File: src/rtl/mandelbrot_escape_time_assert.svh
// ----------------------------------------------------------------------------
// Assertion macros for the escape-time pixel engine
// Shorthand for clocked checks that are disabled while reset is low.
// ----------------------------------------------------------------------------
`ifndef MANDELBROT_ESCAPE_TIME_ASSERT_SVH
`define MANDELBROT_ESCAPE_TIME_ASSERT_SVH

// Consequent must hold in the same cycle as the antecedent
`define MBE_ASSERT_SAME(lbl, ante, cons, msg) \
    lbl: assert property (@(posedge i_clk) disable iff (!i_rst_n) (ante) |-> (cons)) \
        else $error(msg);

// Consequent must hold in the cycle after the antecedent
`define MBE_ASSERT_NEXT(lbl, ante, cons, msg) \
    lbl: assert property (@(posedge i_clk) disable iff (!i_rst_n) (ante) |=> (cons)) \
        else $error(msg);

`endif

File: src/rtl/mbe_pkg.sv
// ----------------------------------------------------------------------------
// mbe_pkg
// Widths, register indexes, reset values and shared types of the
// escape-time pixel engine.
// ----------------------------------------------------------------------------
package mbe_pkg;

    // Field and word widths
    localparam int COORD_W    = 11;
    localparam int WORD_W     = 32;
    localparam int PROD_W     = 2 * WORD_W;
    localparam int CNT_W      = 16;
    localparam int SHADE_W    = 8;
    localparam int CFG_ADDR_W = 3;
    localparam int IN_DATA_W  = 24;
    localparam int OUT_DATA_W = 48;

    // Configuration register indexes
    localparam logic [CFG_ADDR_W-1:0] CFG_REAL_ORIGIN = 3'd0;
    localparam logic [CFG_ADDR_W-1:0] CFG_IMAG_ORIGIN = 3'd1;
    localparam logic [CFG_ADDR_W-1:0] CFG_REAL_STEP   = 3'd2;
    localparam logic [CFG_ADDR_W-1:0] CFG_IMAG_STEP   = 3'd3;
    localparam logic [CFG_ADDR_W-1:0] CFG_ITER_LIMIT  = 3'd4;

    // Reset values: -2.5, -1.7, 4/2047 and 3.4/1535 in Q4.28, limit 1024
    localparam logic signed [WORD_W-1:0] RST_REAL_ORIGIN = -32'sd671088640;
    localparam logic signed [WORD_W-1:0] RST_IMAG_ORIGIN = -32'sd456340275;
    localparam logic signed [WORD_W-1:0] RST_REAL_STEP   = 32'sd524544;
    localparam logic signed [WORD_W-1:0] RST_IMAG_STEP   = 32'sd594580;
    localparam logic [CNT_W-1:0]         RST_ITER_LIMIT  = 16'd1024;

    // Configuration register set
    typedef struct packed {
        logic signed [WORD_W-1:0] real_origin;
        logic signed [WORD_W-1:0] imag_origin;
        logic signed [WORD_W-1:0] real_step;
        logic signed [WORD_W-1:0] imag_step;
        logic [CNT_W-1:0]         iteration_limit;
    } t_cfg;

    // Engine status towards the stream wrapper
    typedef struct packed {
        logic idle;
        logic done;
    } t_core_stat;

endpackage

File: src/rtl/mbe_core.sv
// ----------------------------------------------------------------------------
// mbe_core
// Sequencer and datapath around one shared 32x32 signed multiplier: maps a
// pixel to c, then runs z = z*z + c with three products per iteration.
// ----------------------------------------------------------------------------
`include "mandelbrot_escape_time_assert.svh"

module mbe_core #(
    parameter int FRAC_BITS = 28
) (
    input  logic                         i_clk,
    input  logic                         i_rst_n,
    input  logic                         i_start,
    input  logic [mbe_pkg::COORD_W-1:0]  i_column,
    input  logic [mbe_pkg::COORD_W-1:0]  i_row,
    input  mbe_pkg::t_cfg                i_cfg,
    input  logic                         i_take,
    output mbe_pkg::t_core_stat          o_stat,
    output logic [mbe_pkg::COORD_W-1:0]  o_column,
    output logic [mbe_pkg::COORD_W-1:0]  o_row,
    output logic [mbe_pkg::CNT_W-1:0]    o_count
);
    import mbe_pkg::*;

    // Sequencer states
    localparam logic [3:0] S_IDLE = 4'd0;
    localparam logic [3:0] S_MCR  = 4'd1;   // column * real step
    localparam logic [3:0] S_MCI  = 4'd2;   // row * imag step, take c real
    localparam logic [3:0] S_CHK  = 4'd3;   // take c imag, clear z
    localparam logic [3:0] S_RR   = 4'd4;   // zr * zr
    localparam logic [3:0] S_II   = 4'd5;   // zi * zi
    localparam logic [3:0] S_RI   = 4'd6;   // zr * zi, escape test
    localparam logic [3:0] S_UPD  = 4'd7;   // new z, count
    localparam logic [3:0] S_DONE = 4'd8;

    logic [3:0]               r_state, n_state;
    logic [CNT_W-1:0]         r_count, n_count;
    logic [CNT_W-1:0]         r_limit;
    logic [COORD_W-1:0]       r_column, r_row;
    logic signed [PROD_W-1:0] r_prod, r_rr, r_diff;
    logic signed [WORD_W-1:0] r_cr, r_ci, r_zr, r_zi;
    logic                     r_esc;

    logic signed [WORD_W-1:0] w_mul_a, w_mul_b, w_org;
    logic signed [PROD_W-1:0] w_prod, w_c_sum, w_re_sum, w_im_sum;
    logic [PROD_W:0]          w_mag, w_four;
    logic [CNT_W-1:0]         w_cnt_inc;

    // Clamp a wide signed value to the signed word
    function automatic logic signed [WORD_W-1:0] sat_word(
        input logic signed [PROD_W-1:0] v
    );
        logic [PROD_W-WORD_W:0] top;
        logic signed [WORD_W-1:0] res;
        top = v[PROD_W-1:WORD_W-1];
        if ((&top) || !(|top)) begin
            res = v[WORD_W-1:0];
        end else if (v[PROD_W-1]) begin
            res = {1'b1, {(WORD_W-1){1'b0}}};
        end else begin
            res = {1'b0, {(WORD_W-1){1'b1}}};
        end
        return res;
    endfunction

    // Select multiplier operands for this step
    always_comb begin
        w_mul_a = '0;
        w_mul_b = '0;
        case (r_state)
            S_MCR: begin
                w_mul_a = $signed({{(WORD_W-COORD_W){1'b0}}, r_column});
                w_mul_b = i_cfg.real_step;
            end
            S_MCI: begin
                w_mul_a = $signed({{(WORD_W-COORD_W){1'b0}}, r_row});
                w_mul_b = i_cfg.imag_step;
            end
            S_RR: begin
                w_mul_a = r_zr;
                w_mul_b = r_zr;
            end
            S_II: begin
                w_mul_a = r_zi;
                w_mul_b = r_zi;
            end
            S_RI: begin
                w_mul_a = r_zr;
                w_mul_b = r_zi;
            end
            default: begin
                w_mul_a = '0;
                w_mul_b = '0;
            end
        endcase
    end

    assign w_prod = w_mul_a * w_mul_b;

    // c = origin + index * step
    assign w_org   = (r_state == S_MCI) ? i_cfg.real_origin : i_cfg.imag_origin;
    assign w_c_sum = r_prod + $signed({{WORD_W{w_org[WORD_W-1]}}, w_org});

    // Squared magnitude of the old z against 4.0
    assign w_mag  = ({1'b0, r_rr} >> FRAC_BITS) + ({1'b0, r_prod} >> FRAC_BITS);
    assign w_four = (PROD_W+1)'(4) << FRAC_BITS;

    // New z components before clamping
    assign w_re_sum = (r_diff >>> FRAC_BITS) + $signed({{WORD_W{r_cr[WORD_W-1]}}, r_cr});
    assign w_im_sum = (r_prod >>> (FRAC_BITS - 1))
                    + $signed({{WORD_W{r_ci[WORD_W-1]}}, r_ci});

    assign w_cnt_inc = r_count + CNT_W'(1);

    // Advance the sequencer
    always_comb begin
        n_state = r_state;
        n_count = r_count;
        case (r_state)
            S_IDLE: begin
                if (i_start) n_state = S_MCR;
            end
            S_MCR: n_state = S_MCI;
            S_MCI: n_state = S_CHK;
            S_CHK: begin
                n_count = '0;
                n_state = (r_limit == '0) ? S_DONE : S_RR;
            end
            S_RR: n_state = S_II;
            S_II: n_state = S_RI;
            S_RI: n_state = S_UPD;
            S_UPD: begin
                if (r_esc) begin
                    n_state = S_DONE;
                end else begin
                    n_count = w_cnt_inc;
                    n_state = (w_cnt_inc == r_limit) ? S_DONE : S_RR;
                end
            end
            S_DONE: begin
                if (i_take) n_state = S_IDLE;
            end
            default: n_state = S_IDLE;
        endcase
    end

    always_ff @(posedge i_clk) begin
        if (!i_rst_n) begin
            r_state <= S_IDLE;
            r_count <= '0;
        end else begin
            r_state <= n_state;
            r_count <= n_count;
        end
    end

    // Datapath registers
    always_ff @(posedge i_clk) begin
        r_prod <= w_prod;
        if (r_state == S_IDLE && i_start) begin
            r_column <= i_column;
            r_row    <= i_row;
            r_limit  <= i_cfg.iteration_limit;
        end
        case (r_state)
            S_MCI: r_cr <= sat_word(w_c_sum);
            S_CHK: begin
                r_ci <= sat_word(w_c_sum);
                r_zr <= '0;
                r_zi <= '0;
            end
            S_II: r_rr <= r_prod;
            S_RI: begin
                r_diff <= r_rr - r_prod;
                r_esc  <= (w_mag >= w_four);
            end
            S_UPD: begin
                if (!r_esc) begin
                    r_zr <= sat_word(w_re_sum);
                    r_zi <= sat_word(w_im_sum);
                end
            end
            default: ;
        endcase
    end

    assign o_stat.idle = (r_state == S_IDLE);
    assign o_stat.done = (r_state == S_DONE);
    assign o_column    = r_column;
    assign o_row       = r_row;
    assign o_count     = r_count;

    // Checks
    `MBE_ASSERT_SAME(a_cnt_below_limit, r_state == S_UPD, r_count < r_limit,
        "iteration count reached limit inside the loop")
    `MBE_ASSERT_NEXT(a_escape_ends, (r_state == S_UPD) && r_esc,
        (r_state == S_DONE) && $stable(r_count), "escape did not end the pixel")
    `MBE_ASSERT_NEXT(a_cnt_step, (r_state == S_UPD) && !r_esc,
        r_count == $past(r_count) + CNT_W'(1), "count did not advance by one")
    `MBE_ASSERT_NEXT(a_done_hold, (r_state == S_DONE) && !i_take,
        (r_state == S_DONE) && $stable(r_count), "result dropped before taken")

endmodule

File: src/rtl/mandelbrot_escape_time.sv
// ----------------------------------------------------------------------------
// mandelbrot_escape_time
// Escape-time pixel engine: one pixel coordinate in, its iteration count
// and gray shade out, with the coordinate echoed.
// ----------------------------------------------------------------------------
// One pixel is worked at a time. A single 32x32 signed multiplier is time
// shared: the states S_MCR, S_MCI and S_CHK map the coordinate to c, then
// each iteration of z = z*z + c steps through zr*zr, zi*zi, zr*zi and the
// update. The escape test sits inside that loop, so a pixel that escapes
// runs one more pass, the one that finds it, with no update, before its
// result is handed over to a free output register.
// s_axis_tready is high only while the engine is free; a finished result
// sits in the output register, so the next pixel is taken while it waits.
// Arithmetic is signed Q4.28 (FRAC_BITS fraction bits), products floored
// and each new z component clamped to the signed 32-bit range.
`include "mandelbrot_escape_time_assert.svh"

module mandelbrot_escape_time #(
    parameter int FRAC_BITS = 28
) (
    input  logic                              i_clk,
    input  logic                              i_rst_n,
    // Configuration write port
    input  logic                              i_cfg_we,
    input  logic [mbe_pkg::CFG_ADDR_W-1:0]    i_cfg_addr,
    input  logic [mbe_pkg::WORD_W-1:0]        i_cfg_data,
    // Pixel coordinates in
    input  logic                              s_axis_tvalid,
    output logic                              s_axis_tready,
    // [10:0] column, [21:11] row, [23:22] zero
    input  logic [mbe_pkg::IN_DATA_W-1:0]     s_axis_tdata,
    // Results out
    output logic                              m_axis_tvalid,
    input  logic                              m_axis_tready,
    // [10:0] pixel_column, [21:11] pixel_row, [37:22] iteration_count,
    // [45:38] shade, [47:46] zero
    output logic [mbe_pkg::OUT_DATA_W-1:0]    m_axis_tdata
);
    import mbe_pkg::*;

    localparam int PAD_W = OUT_DATA_W - 2*COORD_W - CNT_W - SHADE_W;

    t_cfg                  r_cfg;
    t_core_stat            w_stat;
    logic                  w_start, w_load;
    logic [COORD_W-1:0]    w_column, w_row;
    logic [CNT_W-1:0]      w_count;
    logic                  r_out_valid;
    logic [OUT_DATA_W-1:0] r_out_data;

    // Configuration registers
    always_ff @(posedge i_clk) begin
        if (!i_rst_n) begin
            r_cfg.real_origin     <= RST_REAL_ORIGIN;
            r_cfg.imag_origin     <= RST_IMAG_ORIGIN;
            r_cfg.real_step       <= RST_REAL_STEP;
            r_cfg.imag_step       <= RST_IMAG_STEP;
            r_cfg.iteration_limit <= RST_ITER_LIMIT;
        end else if (i_cfg_we) begin
            case (i_cfg_addr)
                CFG_REAL_ORIGIN: r_cfg.real_origin     <= $signed(i_cfg_data);
                CFG_IMAG_ORIGIN: r_cfg.imag_origin     <= $signed(i_cfg_data);
                CFG_REAL_STEP:   r_cfg.real_step       <= $signed(i_cfg_data);
                CFG_IMAG_STEP:   r_cfg.imag_step       <= $signed(i_cfg_data);
                CFG_ITER_LIMIT:  r_cfg.iteration_limit <= i_cfg_data[CNT_W-1:0];
                default: ;
            endcase
        end
    end

    // Take a word whenever the engine is free
    assign s_axis_tready = w_stat.idle;
    assign w_start       = s_axis_tvalid && w_stat.idle;

    mbe_core #(
        .FRAC_BITS (FRAC_BITS)
    ) u_core (
        .i_clk    (i_clk),
        .i_rst_n  (i_rst_n),
        .i_start  (w_start),
        .i_column (s_axis_tdata[COORD_W-1:0]),
        .i_row    (s_axis_tdata[2*COORD_W-1:COORD_W]),
        .i_cfg    (r_cfg),
        .i_take   (w_load),
        .o_stat   (w_stat),
        .o_column (w_column),
        .o_row    (w_row),
        .o_count  (w_count)
    );

    // Output register: load when empty or being drained
    assign w_load = w_stat.done && (!r_out_valid || m_axis_tready);

    always_ff @(posedge i_clk) begin
        if (!i_rst_n) begin
            r_out_valid <= 1'b0;
        end else if (w_load) begin
            r_out_valid <= 1'b1;
        end else if (m_axis_tready) begin
            r_out_valid <= 1'b0;
        end
    end

    always_ff @(posedge i_clk) begin
        if (w_load) begin
            r_out_data <= {{PAD_W{1'b0}}, w_count[SHADE_W-1:0], w_count, w_row, w_column};
        end
    end

    assign m_axis_tvalid = r_out_valid;
    assign m_axis_tdata  = r_out_data;

    // Checks
    `MBE_ASSERT_NEXT(a_wait_full, w_stat.done && r_out_valid && !m_axis_tready,
        w_stat.done, "finished result lost while output register full")
    `MBE_ASSERT_NEXT(a_load_shows, w_load, r_out_valid,
        "loaded result not presented")

endmodule
File: config.mk
export PLATFORM = sky130hd
export DESIGN_NAME = mandelbrot_escape_time
export DESIGN_NICKNAME = d
export VERILOG_FILES = /design/src/rtl/mbe_pkg.sv /design/src/rtl/mbe_core.sv /design/src/rtl/mandelbrot_escape_time.sv
export VERILOG_INCLUDE_DIRS = /design/src /design/src/rtl
export SDC_FILE = /design/constraint.sdc
export NUM_CORES = 2
export LEC_CHECK = 0
export BUFFER_PORTS_ARGS = -buffer_cell sky130_fd_sc_hd__buf_2
export CORE_AREA = 2 2 409 411
export CTS_CLUSTER_SIZE = 16
export DETAILED_ROUTE_END_ITERATION = 12
export DIE_AREA = 0 0 411 413
export GPL_ROUTABILITY_DRIVEN = 0
export PLACE_DENSITY = 0.59
export SETUP_SLACK_MARGIN = 0.02
export SYNTH_ARGS = -nofsm -noshare
export SYNTH_HDL_FRONTEND = slang
export SYNTH_SLANG_ARGS = --single-unit
File: constraint.sdc
create_clock -name i_clk -period 12.45 [get_ports i_clk]
set_input_delay 1.245 -clock i_clk [delete_from_list [all_inputs] [get_ports i_clk]]
set_output_delay 1.245 -clock i_clk [all_outputs]
set_load 0.01 [all_outputs]
After elaboration in Yosys (flattened, before gate mapping)
Cells that the tools add are included.
- register bits after elaboration: 570
- latch bits: 0
- bits in writable memories: 0
- memory bits (read-only): 0
- input bits: 64
- logic and storage cells: 98
- memories: 0
- $add $sub $neg: 6
- multiply operators: 1
- div/mod/pow operators: 0
- $lt $le $gt $ge: 1
- equality and inequality tests: 16
- shifts and indexed selects: 0
- muxes and demuxes: 23
- bitwise logic cells: 0
- reductions and logical operators: 31
- operators by type and width (kind ; count):
    32-bit two-way mux ; 9
    32-bit case mux with 4 select lines ; 2
    32-bit case mux with 2 select lines ; 2
    33-bit AND reduction ; 3
    33-bit OR reduction ; 3
    65-bit by 31-bit greater-or-equal comparator with 1-bit output, second input constant ; 1
    64-bit by 32-bit adder with 64-bit output ; 1
    32-bit by 32-bit multiplier with 64-bit output ; 1
    64-bit subtractor ; 1
    37-bit by 32-bit adder with 38-bit output ; 1
    36-bit by 32-bit adder with 37-bit output ; 1
    36-bit by 36-bit adder with 37-bit output ; 1
    4-bit case mux with 9 select lines ; 1
    16-bit case mux with 2 select lines ; 1
    4-bit two-way mux ; 5
    16-bit by 1-bit adder with 16-bit output, second input constant ; 1
    16-bit equality test ; 1
    4-bit by 3-bit equality test with 1-bit output, second input constant ; 4
    16-bit logical NOT ; 1
    16-bit two-way mux ; 1
    2-bit AND reduction ; 7
    4-bit by 2-bit equality test with 1-bit output, second input constant ; 2
    3-bit by 2-bit equality test with 1-bit output, second input constant ; 2
    4-bit by 1-bit equality test with 1-bit output, second input constant ; 1
    other kinds (13) ; 25

Longest topological paths before layout
- depth after elaboration: 7
- mapped depth: 38
- depth with buffers taken out: 34

Hierarchy
Synthesis repeated with hierarchy kept, for this count alone.
- cells, all modules: 7120
- area total of the unflattened synthesis: 67159.4 um^2
- modules (own cells, without submodules) (module ; instances ; cells an instance ; area each (um^2)):
    mbe_core ; 1 ; 6531 ; 60407.9
    mandelbrot_escape_time ; 1 ; 589 ; 6751.5

Worst setup path after synthesis
No wires, ideal clock.
- path kind: register -> register
- from: register u_core.r_state[3]
- to: register u_core.r_prod[62]
- library setup time: 0.072 ns
- arrival: 10.998 ns
- data required time: 12.378 ns
- setup slack: 1.380 ns
- stages on the path, launching flop included: 28
- path buffers: 3
- clock period less this slack: 11.070 ns
- cells stage by stage: dfxtp_1 > nand2b_1 > clkbuf_1 > nor2_1 > clkbuf_1 > buf_1 > a22oi_1 > nor2_1 > fa_1 > fa_1 > fa_1 > fa_1 > inv_1 > fa_1 > inv_1 > fa_1 > fa_1 > fa_1 > ha_1 > a21oi_1 > o21ai_0 > and4_1 > o21ai_0 > a31oi_1 > a41o_1 > a311o_1 > a21oi_1 > xnor2_1
- longest elaborated chain between the ends: 4
- elaborated cells on any way between the ends: 10
- those cells by class: 1 x mul; 5 x eq/ne; 2 x mux; 2 x reduce/logical
- RTL lines (element ; RTL line ; text):
    start: declaration ; mbe_core.sv:36 ; logic [3:0] r_state, n_state;
    start signal: assignment ; mbe_core.sv:152 ; r_state <= n_state;
    4-bit by 3-bit equality test with 1-bit output ; mbe_core.sv:70 ; case (r_state)
    2-bit OR reduction (no line) ; -- ;
    32-bit case mux with 4 select lines ; mbe_core.sv:70 ;
    32-bit by 32-bit multiplier with 64-bit output (*) ; mbe_core.sv:98 ; assign w_prod = w_mul_a * w_mul_b;
    via u_core.w_prod[62] ; mbe_core.sv:45 ; logic signed [PROD_W-1:0] w_prod, w_c_sum, w_re_sum, w_im_sum;
    end signal: assignment ; mbe_core.sv:159 ; r_prod <= w_prod;
    end: declaration ; mbe_core.sv:40 ; logic signed [PROD_W-1:0] r_prod, r_rr, r_diff;
Mark *: on every way through the listed nets, which the timed path passes. The rest lies on a longest branch.
A chain may end at the register's enable or synchronous reset.

Worst setup path in the final report
- from: register u_core.r_state[0]
- to: register u_core.r_prod[57]
Same word-level chain as after synthesis.

==> impl_metrics.yaml <==
outcome:
  status: "finished clean"
worst_setup_path:
  cp.depth: 34
  rr_worst_depth: 34
  crit-reg2reg-launch: "u_core.r_state[0]"
  critPathSlowestCell: "o21ai_2"
  start_kind: "register"
  path_common_cell: "fa_1"
  crit_start: "u_core.r_state[0]"
  critPathRequiredTime_ns: 13.00
  crit_path_end_kind: "register"
  cp_max_fo: 35
  cpPeakStageDelay_ns: 1.04
  critical_path_class: "reg -> reg"
  r2r-end: "u_core.r_prod[57]"
  path_buf_inv: 8
  crit_arrival_ns: 11.73
  critPathCapture: "u_core.r_prod[57]"
  reg2reg_slack_ns: 1.28
  crit_family: "adder cells"
run:
  drv_cap: 0
route:
  antenna_left: 0
  num_vias: 50500
  detail_route.wl_per_cell_um: 22.4
  drt_iter0_drc: 4612
  wl_met1_um: 89800
  topRoutingLayerUsed: "met5"
  vias_per_cell: 5.45
  drc: 0
  met2_length_um: 92200
  routed_wirelength_um: 207000
  wl_met3_um: 17300
  drt_pass1_iterations: 7
sta:
  tns_ns: 0
  hold_viol: 0
  worst_slack_ns: 1.28
  slew_headroom_pct: 8.19
  fmax_mhz: 89.5
  tightest_slew_ns: 1.38
  fin_skew_ns: 0.0526
  setup_viol: 0
  rsz0062_at_grt: "no"
  fin_crit_sh_pct: 89.7
  min_period_ns: 11.17
  drv_slew: 0
place:
  dp_hpwl_um: 167000
  post-place-ws_ns: 1.52
  io_buffers: 109
power_and_ir_drop:
  p_sw_share_pct: 38.4
  p_leak_nw: 32.0
  p_switching_mw: 2.30
  intPower_mw: 3.70
  finalPower_mw: 6.01
  peakVddDrop_mv: 0.122
  combPwrFrac_pct: 34.9
  power_frac_clock_pct: 29.7
  power_density_nw_per_um2: 84.7
  p_seq_share_pct: 35.4
cells_and_area:
  fin_util_pct: 42.8
  final_nets: 8576
  drive_gt1_share_pct: 7.30
  multiInputGateArea_um2: 46700
  fillers: 16200
  seq_area_um2: 13700
  area_growth_pct: 7.82
min_path:
  hp-class: "reg -> reg"
clock_tree:
  h-tree-depth: 2
  clockBufferDepth: 3
  cts_tree: "done"
  cts_setup_buffers: 0
  cts_hold_buf: 0
  numCtsBuffers: 56
  cts_sinks: 534
  clk_pin_slew_worst_paths_ns: 0.06
  root_buffer: "clkbuf_16"
  insertion_delay_ns: 0.68
  cts_resized: 0
die:
  std_cell_rows: 150
  pin_count: 114
  start_util_pct: 39.7
  die_y_um: 413
  dieWidth_um: 411
  coreArea_um2: 166000
  dieArea_um2: 170000
yosys:
  yosys_warnings: 0
  ys_seq_elements: 534
  synth_area_um2: 65800
  avgSynthCellArea_um2: 9.37
  seq_area_frac_synth_pct: 20.9
  ys.flop_type: "edfxtp_1"
  synth_cells: 7024
  synth_area_leaders: "fa_1 33%, edfxtp_1 14%, ha_1 8.0%"
  ys_types: 96
  synth_top_area_cell: "fa_1"
  synthTopCellsByCount: "1107 x inv_1, 1086 x fa_1, 876 x nand2_1, 687 x nor2_1, 419 x ha_1"
  synth_enable_flop_cells: 305
  yosys.area.top_type_share_pct: 33.0
  synth.most_common_cell: "inv_1"
  synthArstFlopShare_pct: 0
global_route:
  antenna_found_initial: 3
  grt_start_max_net_pins: 118
  grt_pass1_wl_um: 318000
  grt_use_total_pct: 24.7
  grt-ovfl-total: 0
  first_global_vias: 51500
layer usage:
layer | vias up | track usage (%)
met5 | - | 0.198
met2 | 2001 | 38.6
li1 | 22500 | -
met3 | 336 | 4.02
met1 | 25700 | 34.9
met4 | 4 | 7.81
sequential cells by signal (all words and copies together), names as in the netlist, 11 cells and up:
register,count
u_core.r_prod,64
u_core.r_diff,36
r_cfg,144
u_core.r_limit,16
u_core.r_zi,32
u_core.o_row,11
u_core.r_rr,64
u_core.r_zr,32
u_core.r_ci,32
u_core.o_column,11
u_core.r_cr,32
m_axis_tdata,38
u_core.o_count,16
power groups by stage:
stage	sequential, mW	combinational [mW]	clock (mW)
after floorplan	2.08	1.44	0
after global placement	2.16	2.04	0
after detailed placement	2.16	2.06	0
after CTS	2.12	2.08	1.81
after global routing	2.13	2.27	1.87
final	2.13	2.09	1.78
metrics by stage:
stage	area [um2]	instances	hold WS, ns
after floorplan	65800	7025	0.408
after global placement	69000	9153	0.412
after detailed placement	69000	9153	0.415
after CTS	70900	9259	0.431
after global routing	70900	9259	0.439
final	70900	9261	0.429
layout make-up:
class                      instances  share of cell area (%)
inverter                        1107                    5.86
clock inverter                    38                   0.617
multi-input combinational       5051                    65.8
clock buffer                      68                    2.10
timing repair buffer             257                    2.34
tap                             2204                    3.89
sequential                       534                    19.4
antenna                            2                 0.00705
logic make-up after synthesis:
group                      after synthesis  share of synthesized area, %
adders and majority gates             1505                          41.0
and+or+nand+nor                       2055                          13.5
muxes                                   67                          1.08
buffers and inverters                 1440                          8.41
AOI/OAI and AO/OA                     1169                          11.8
DFF                                    534                          20.9
other                                    1                       0.00570
xor gates and xnor gates               253                          3.39
cell usage in the layout (no fill, tap or decap), types with 56 or more instances in the layout:
| cell | n |
|---|---|
| inv_1 | 1107 |
| fa_1 | 1086 |
| nand2_1 | 875 |
| nor2_1 | 683 |
| ha_1 | 419 |
| a21oi_1 | 313 |
| edfxtp_1 | 305 |
| dfxtp_1 | 228 |
| o21ai_0 | 182 |
| xnor2_1 | 173 |
| buf_4 | 149 |
| a21boi_0 | 116 |
| a21o_1 | 110 |
| buf_2 | 108 |
| nand3_1 | 104 |
| xor2_1 | 79 |
| nand2b_1 | 75 |
| a22oi_1 | 70 |
| clkbuf_16 | 57 |
| o21bai_1 | 56 |
how the worst min path moves through the flow:
stage          cells after the start  slack, ns      from                 to
3_5_place_dp                       0       0.42  r_cfg[5]  u_core.r_limit[5]
5_1_grt                            0       0.44  r_cfg[5]  u_core.r_limit[5]
2_1_floorplan                      0       0.41  r_cfg[0]  u_core.r_limit[0]
4_1_cts                            0       0.43  r_cfg[5]  u_core.r_limit[5]
6_report                           0       0.43  r_cfg[1]  u_core.r_limit[1]
3_3_place_gp                       0       0.41  r_cfg[5]  u_core.r_limit[5]
Note: power is estimated with default switching activity, not from simulation.
